`src/dfa_pkg.sv`:
```
// Shared types and constants for the automaton word acceptor.
// Holds field widths, table geometry, command and register codes.
// No dependencies.
`default_nettype none

package dfa_pkg;

   localparam int STATE_W    = 4;
   localparam int SYM_W      = 8;
   localparam int NUM_STATES = 16;
   localparam int ROW_W      = NUM_STATES * SYM_W;
   localparam int MASK_W     = 16;

   typedef enum logic [1:0] {
      CMD_LOAD  = 2'd0,
      CMD_BEGIN = 2'd1,
      CMD_FEED  = 2'd2,
      CMD_NONE  = 2'd3
   } cmd_type;

   typedef enum logic {
      CSR_START_STATE = 1'b0,
      CSR_FINAL_MASK  = 1'b1
   } csr_index_type;

   typedef enum logic {
      ST_IDLE = 1'b0,
      ST_EXEC = 1'b1
   } fsm_type;

   // A state number outside the table has no row.
   function automatic logic state_in_range(input logic [STATE_W-1:0] s);
      state_in_range = ({1'b0, s} < (STATE_W + 1)'(NUM_STATES));
   endfunction

endpackage

`default_nettype wire

```
`src/dfa_ram.sv`:
```
// Generic single-port-write, single-port-read RAM with registered read data.
// No dependencies.
`default_nettype none

module dfa_ram #(
   parameter int WIDTH = 8,
   parameter int DEPTH = 16
) (
   input  wire logic                     clock,
   input  wire logic                     rd_en,
   input  wire logic [$clog2(DEPTH)-1:0] rd_addr,
   output logic      [WIDTH-1:0]         rd_data,
   input  wire logic                     wr_en,
   input  wire logic [$clog2(DEPTH)-1:0] wr_addr,
   input  wire logic [WIDTH-1:0]         wr_data
);

   logic [WIDTH-1:0] mem_ff [DEPTH];
   logic [WIDTH-1:0] rd_data_ff;

   always_ff @(posedge clock) begin
      if (wr_en) begin
         mem_ff[wr_addr] <= wr_data;
      end
      if (rd_en) begin
         rd_data_ff <= mem_ff[rd_addr];
      end
   end

   assign rd_data = rd_data_ff;

endmodule

`default_nettype wire

```
`src/dfa_word_acceptor.sv`:
```
// Automaton word acceptor: transition table in a row-wide RAM, one row per state.
// Every command is one RAM read of a row, then compare or merge and write.
// rsp_valid strobes the result, registered from busy after the execute state; busy is
// high while executing, so a new command waits for idle. The receiver cannot stall.
// Reset (synchronous): table rows marked empty via per-row valid bits, run at state 0
// and alive, start_state and final_mask zero. Depends on dfa_pkg and dfa_ram.
`default_nettype none

module dfa_word_acceptor
   import dfa_pkg::*;
(
   input  wire logic               clock,
   input  wire logic               reset,
   input  wire logic               start,
   output logic                    busy,
   input  wire logic [1:0]         req_command,
   input  wire logic [STATE_W-1:0] req_from_state,
   input  wire logic [STATE_W-1:0] req_to_state,
   input  wire logic [SYM_W-1:0]   req_symbol,
   output logic                    rsp_valid,
   output logic [STATE_W-1:0]      rsp_current_state,
   output logic                    rsp_alive,
   output logic                    rsp_accepted,
   input  wire logic               csr_valid,
   output logic                    csr_ready,
   input  wire logic               csr_index,
   input  wire logic [MASK_W-1:0]  csr_wdata
);

   fsm_type              state_ff, state_in;
   cmd_type              cmd_ff;
   logic [STATE_W-1:0]   from_ff, to_ff;
   logic [SYM_W-1:0]     sym_ff;
   logic [STATE_W-1:0]   run_state_ff, run_state_in;
   logic                 run_alive_ff, run_alive_in;
   logic [STATE_W-1:0]   start_state_ff;
   logic [MASK_W-1:0]    final_mask_ff;
   logic [NUM_STATES-1:0] row_valid_ff;
   logic                 rd_valid_ff;
   logic                 rsp_valid_ff;
   logic [STATE_W-1:0]   rsp_state_ff;
   logic                 rsp_alive_ff, rsp_accepted_ff;

   logic                 accept;
   logic                 rd_en;
   logic [STATE_W-1:0]   rd_addr;
   logic [ROW_W-1:0]     rd_data, row;
   logic                 wr_en;
   logic [ROW_W-1:0]     wr_data;
   logic [NUM_STATES-1:0] match;
   logic [STATE_W-1:0]   hit_state;
   logic                 hit;

   assign accept    = start && (state_ff == ST_IDLE);
   assign busy      = (state_ff == ST_EXEC);
   assign csr_ready = 1'b1;

   // Load reads the row it will modify; every other command reads the current row.
   assign rd_en   = accept;
   assign rd_addr = (cmd_type'(req_command) == CMD_LOAD) ? req_from_state : run_state_ff;

   dfa_ram #(
      .WIDTH(ROW_W),
      .DEPTH(NUM_STATES)
   ) u_table (
      .clock  (clock),
      .rd_en  (rd_en),
      .rd_addr(rd_addr),
      .rd_data(rd_data),
      .wr_en  (wr_en),
      .wr_addr(from_ff),
      .wr_data(wr_data)
   );

   // A row never written since reset reads as all empty cells.
   assign row = rd_valid_ff ? rd_data : '0;

   always_comb begin
      match     = '0;
      hit_state = '0;
      for (int j = 0; j < NUM_STATES; j++) begin
         match[j] = (row[j*SYM_W +: SYM_W] == sym_ff);
      end
      // Lowest target wins.
      for (int j = NUM_STATES - 1; j >= 0; j--) begin
         if (match[j]) begin
            hit_state = STATE_W'(j);
         end
      end
      hit = (|match) && (sym_ff != '0) && state_in_range(run_state_ff);
   end

   always_comb begin
      wr_data = row;
      wr_data[to_ff*SYM_W +: SYM_W] = sym_ff;
   end

   always_comb begin
      state_in     = state_ff;
      run_state_in = run_state_ff;
      run_alive_in = run_alive_ff;
      wr_en        = 1'b0;
      unique case (state_ff)
         ST_IDLE: begin
            if (accept) begin
               state_in = ST_EXEC;
            end
         end
         ST_EXEC: begin
            state_in = ST_IDLE;
            unique case (cmd_ff)
               CMD_LOAD: begin
                  wr_en = state_in_range(from_ff) && state_in_range(to_ff);
               end
               CMD_BEGIN: begin
                  run_state_in = start_state_ff;
                  run_alive_in = 1'b1;
               end
               CMD_FEED: begin
                  if (run_alive_ff) begin
                     if (hit) begin
                        run_state_in = hit_state;
                     end else begin
                        run_alive_in = 1'b0;
                     end
                  end
               end
               CMD_NONE: begin
               end
            endcase
         end
         default: begin
            state_in = ST_IDLE;
         end
      endcase
   end

   always_ff @(posedge clock) begin
      if (reset) begin
         state_ff       <= ST_IDLE;
         run_state_ff   <= '0;
         run_alive_ff   <= 1'b1;
         row_valid_ff   <= '0;
         rsp_valid_ff   <= 1'b0;
         start_state_ff <= '0;
         final_mask_ff  <= '0;
      end else begin
         state_ff     <= state_in;
         run_state_ff <= run_state_in;
         run_alive_ff <= run_alive_in;
         rsp_valid_ff <= busy;
         if (wr_en) begin
            row_valid_ff[from_ff] <= 1'b1;
         end
         if (csr_valid && csr_ready) begin
            unique case (csr_index_type'(csr_index))
               CSR_START_STATE: start_state_ff <= csr_wdata[STATE_W-1:0];
               CSR_FINAL_MASK:  final_mask_ff  <= csr_wdata;
            endcase
         end
      end
   end

   // Payload: capture on transfer, result on the execute cycle.
   always_ff @(posedge clock) begin
      if (accept) begin
         cmd_ff      <= cmd_type'(req_command);
         from_ff     <= req_from_state;
         to_ff       <= req_to_state;
         sym_ff      <= req_symbol;
         rd_valid_ff <= row_valid_ff[rd_addr];
      end
      if (busy) begin
         rsp_state_ff    <= run_state_in;
         rsp_alive_ff    <= run_alive_in;
         rsp_accepted_ff <= run_alive_in && final_mask_ff[run_state_in];
      end
   end

   assign rsp_valid         = rsp_valid_ff;
   assign rsp_current_state = rsp_state_ff;
   assign rsp_alive         = rsp_alive_ff;
   assign rsp_accepted      = rsp_accepted_ff;

   a_accept_then_exec: assert property (@(posedge clock) disable iff (reset)
      accept |=> busy)
      else $error("command transfer not followed by execute cycle");

   a_result_after_exec: assert property (@(posedge clock) disable iff (reset)
      rsp_valid |-> $past(busy))
      else $error("result strobe without a preceding execute cycle");

   a_write_only_in_exec: assert property (@(posedge clock) disable iff (reset)
      wr_en |-> (busy && (cmd_ff == CMD_LOAD)))
      else $error("table write outside a load execute cycle");

   a_accept_implies_alive: assert property (@(posedge clock) disable iff (reset)
      (rsp_valid && rsp_accepted) |-> rsp_alive)
      else $error("accepted reported on a dead run");

endmodule

`default_nettype wire
```
`config.mk`:
```
export PLATFORM = sky130hd
export DESIGN_NAME = dfa_word_acceptor
export DESIGN_NICKNAME = d
export VERILOG_FILES = /design/src/dfa_pkg.sv /design/src/dfa_ram.sv /design/src/dfa_word_acceptor.sv
export SDC_FILE = /design/constraint.sdc
export NUM_CORES = 2
export LEC_CHECK = 0
export BUFFER_PORTS_ARGS = -buffer_cell sky130_fd_sc_hd__buf_2
export CORE_ASPECT_RATIO = 0.7
export CORE_MARGIN = 10
export CORE_UTILIZATION = 50
export DETAILED_ROUTE_END_ITERATION = 10
export PLACE_DENSITY = 0.65
export SETUP_SLACK_MARGIN = 0.2
export SLEW_MARGIN = 10
export SYNTH_ARGS = -nofsm -noshare
export SYNTH_HDL_FRONTEND = slang
export SYNTH_HIERARCHICAL = 1
export SYNTH_SLANG_ARGS = --single-unit
```
`constraint.sdc`:
```
create_clock -name clock -period 14.1 [get_ports clock]
set_input_delay 3.525 -clock clock [delete_from_list [all_inputs] [get_ports clock]]
set_output_delay 3.525 -clock clock [all_outputs]
set_load 0.005 [all_outputs]
```
==> results.md <==
* Status: finished clean
* Gp weighted congestion at slightly below 0.8
* Detailed Route Iter0 Violations at 6801
* RSZ-0062 raised after global routing: no
* Switch Pwr at roughly 0.0029 W
* Worst min path class: reg2reg
* Starting Density at 0.503
* FF+latch count, synth at roughly 2.2k
* Syn avg cell area at around 20 sq um
* Layout cells sized above 1 at 0.240
* Crit. End Element: flip-flop
* CTS Sinks at around 2.2k
* Post-Syn Instances at approximately 4.5k
* Overflow after GRT at 0
* Area grow syn2layout at 11.3%
* Combinational Power Share at 0.050
* # rows at approximately 130
* Fin Setup TNS at 0 ps
* Minimum clock period after layout at approximately 7000 ps
* CP Data Required Time at between 10000 and 15000 ps
* Max incr delay on CP at between 1000 and 1500 ps
* Max-cap violations at 0
* Vias in the first global route at 46.3k
* Top sig layer: met5
* Height of the die at between 300 and 400 um
* Final setup vio count at 0
* Syn Nets at about 4.6k
* Yosys top cell by area: edfxtp_1
* Cell Chain, Critical Path: buf_2 -> nor2_1 -> mux2i_1 -> inv_2 -> buf_4 -> nor2b_4 -> buf_4 -> buf_4 -> a22oi_1 -> nand2_1
* Cell mode on critical path: buf_4
* Max Clock Freq at between 0.1 and 0.15 GHz
* Synth Flop Type: edfxtp_1
* DRC viols at 0
* Antenna violations before repair at 5
* Largest net degree at the start of global routing at 154
* M1 WL at about 97 mm
* Setup Fix Bufs, Post-CTS at 0
* Number of I/O port buffers at 46
* First-pass GRT wire length at 339 mm
* PostCTS Resize Cnt at 0
* Final Cycle Share at 0.504
* Top cells by area, synth: edfxtp_1 (74%), mux4_2 (12%), a22oi_1 (2.0%)
* CTS tree: built
* DPL Wire Length at 121 mm
* Hold violation total from the final report at 0
* Worst path top cell family by delay: buffers and inverters
* Root Buffer: clkbuf_16
* Leak Pwr at approximately 31 nW
* Pre-Repair DR Iteration Count at 6
* Die area at 195000 sq um
* P_int at between 0.01 and 0.015 W
* Worst r2r src: rd_valid_ff
* Slowest CP cell: nor2b_4
* Worst Min Path Start: final_mask_ff[11]
* Worst Path Class, Setup: in2reg
* Worst-Margin Slew at ~1200 ps
* Clk_skew at roughly 24 ps
* Die width at 524 um
* Seq pwr share at 0.555
* DR vias/cell at around 6.5
* GRT Total Usage at 0.237
* Post-synthesis sequential area ratio at 0.752
* Drt wl/cell at roughly 32 um
* TritonCTS Buffers at just under 200
* Max FO, Critical Path at 33
* # hold bufs at CTS at 0
* Max_slew headroom at 0.166
* IO Count at 48
* Core box area at approximately 180000 sq um
* Worst setup SP type: input port
* Clock share of power at 0.394
* Bufs and invs on worst path at 5
* Post-synth design cell area at around 90000 sq um
* Power Total at about 0.013 W
* Max VDD drop at roughly 0.12 mV
* Number of synthesized flops with an enable pin at 2201
* DR vias at between 40k and 50k
* Crit path DAT at slightly below 8000 ps
* Crit path from: req_command[1]
* Max clock buf depth at 3
* Area share of the largest cell type after synthesis at 0.743
* Fill count at roughly 13k
* Post-DRT Antenna Nets at 0
* Clk slew on worst S/H paths at roughly 60 ps
* Pwr/cell area at 136 nW/um^2
* Final wirelength at roughly 230 mm
* Switching share of power at 0.216
* Synth cell types at 69
* H-Tree Depth at 4
* Worst skew pair latency at roughly 850 ps
* Routed wl met2 at about 100 mm
* Synth warn at 6
* Max Slew Vio Count at 0
* Fin nets at 4763
* WL met3 at between 20 and 30 mm
* Post-synth ARST share at 0
placed cells by master (no fill, tap or decap), types with 23 or more instances in the layout:
| cell type | instances |
|---|---|
| a21oi_1 | 37 |
| a22oi_1 | 237 |
| a32oi_1 | 60 |
| buf_2 | 46 |
| buf_4 | 223 |
| clkbuf_1 | 32 |
| clkbuf_16 | 199 |
| clkinv_1 | 41 |
| clkinv_2 | 44 |
| dfxtp_1 | 43 |
| edfxtp_1 | 2201 |
| mux2_2 | 64 |
| mux2i_1 | 45 |
| mux4_2 | 478 |
| nand2_1 | 304 |
| nand3_1 | 128 |
| nor2_1 | 47 |
| nor2b_1 | 33 |
| nor4bb_1 | 59 |
| o21ai_0 | 202 |
| o221ai_1 | 23 |
| xnor2_1 | 63 |
final timing paths:
kind / to / depth (start not counted) / slack [ps]
worst max-delay path: u_table/rd_data[23] / 10 / 7000
worst max register to register: rsp_accepted / 15 / 7780
worst min register to register: final_mask_ff[11] / 2 / 460
worst min-delay path: final_mask_ff[11] / 2 / 460
metrics by stage:
stage           util  instances  hold slack, ps  setup WS (ps)  instance area, sq um
2_1_floorplan      -       4527             429           3390                 89000
3_3_place_gp   0.525       6877             442           6170                 92700
3_5_place_dp   0.525       6877             448           6130                 92700
4_1_cts        0.560       7234             457           7030                 99000
5_1_grt        0.560       7235             477           6710                 99000
6_report       0.560       7236             459           7000                 99000
state kept, by name, summed over array words and instances, names as in the netlist, 2 cells and up:
signal             flops
final_mask_ff         16
rsp_current_state      4
run_state_ff           4
u_table/rd_data      128
sym_ff                 8
row_valid_ff          16
from_ff                4
u_table/mem_ff      2048
to_ff                  4
cmd_ff                 2
start_state_ff         4
cell usage after synthesis (8+ instances only):
cell and number:
nand2_1 304, clkbuf_1 122, edfxtp_1 2201, and2_1 12, nor2b_1 38, nor2_1 62, buf_1 11, a21oi_1 37
mux2i_1 45, a22o_1 8, nand3_1 128, nor4bb_1 59, inv_1 22, o221ai_1 23, buf_6 22, nand2b_1 21
a221oi_1 13, nor3_1 8, mux2_2 65, buf_4 32, a32oi_1 60, buf_2 100, o21ai_0 212, xnor2_1 63
a22oi_1 237, mux4_2 478, dfxtp_1 43
power by group through the flow:
stage	clock network, W	logic (W)	registers (W)
6_report	0.00531	0.000679	0.00747
5_1_grt	0.00566	0.000728	0.00747
4_1_cts	0.00539	0.000675	0.00747
3_5_place_dp	0	0.000674	0.00761
3_3_place_gp	0	0.000661	0.00761
2_1_floorplan	0	0.000429	0.00759
area by class of cell:
type / instances / area, sq um / area share
Inverter: 23 / 101 / 0.00102
Antenna cell: 1 / 2.50 / 0.0000253
Tap cell: 2358 / 2950 / 0.0298
Timing Repair Buffer: 280 / 2130 / 0.0215
Sequential cell: 2244 / 67000 / 0.676
Multi-Input combinational cell: 1973 / 20600 / 0.209
Clock buffer: 231 / 5100 / 0.0515
Clock inverter: 126 / 1130 / 0.0114
per-layer routing:
metal / track usage / vias up
li1: - / 19100
met1: 0.362 / 25000
met2: 0.344 / 2745
met3: 0.0532 / 389
met4: 0.0707 / 2
met5: 0 / -
logic make-up after synthesis:
logic type      after synthesis  share of synthesized area
other cells                   1                  0.0000421
simple gates                674                     0.0385
xor+xnor                     66                    0.00650
fa+ha+maj                     5                   0.000703
mux                         588                      0.134
compound gates              639                     0.0498
flops                      2244                      0.752
buf+inv                     310                     0.0177
worst min-delay path, stage by stage (launching register included):
cell and delay, ps:
dfxtp_1 310, nand2_1 50, a21oi_1 50
(Power assumes the default switching activity.)
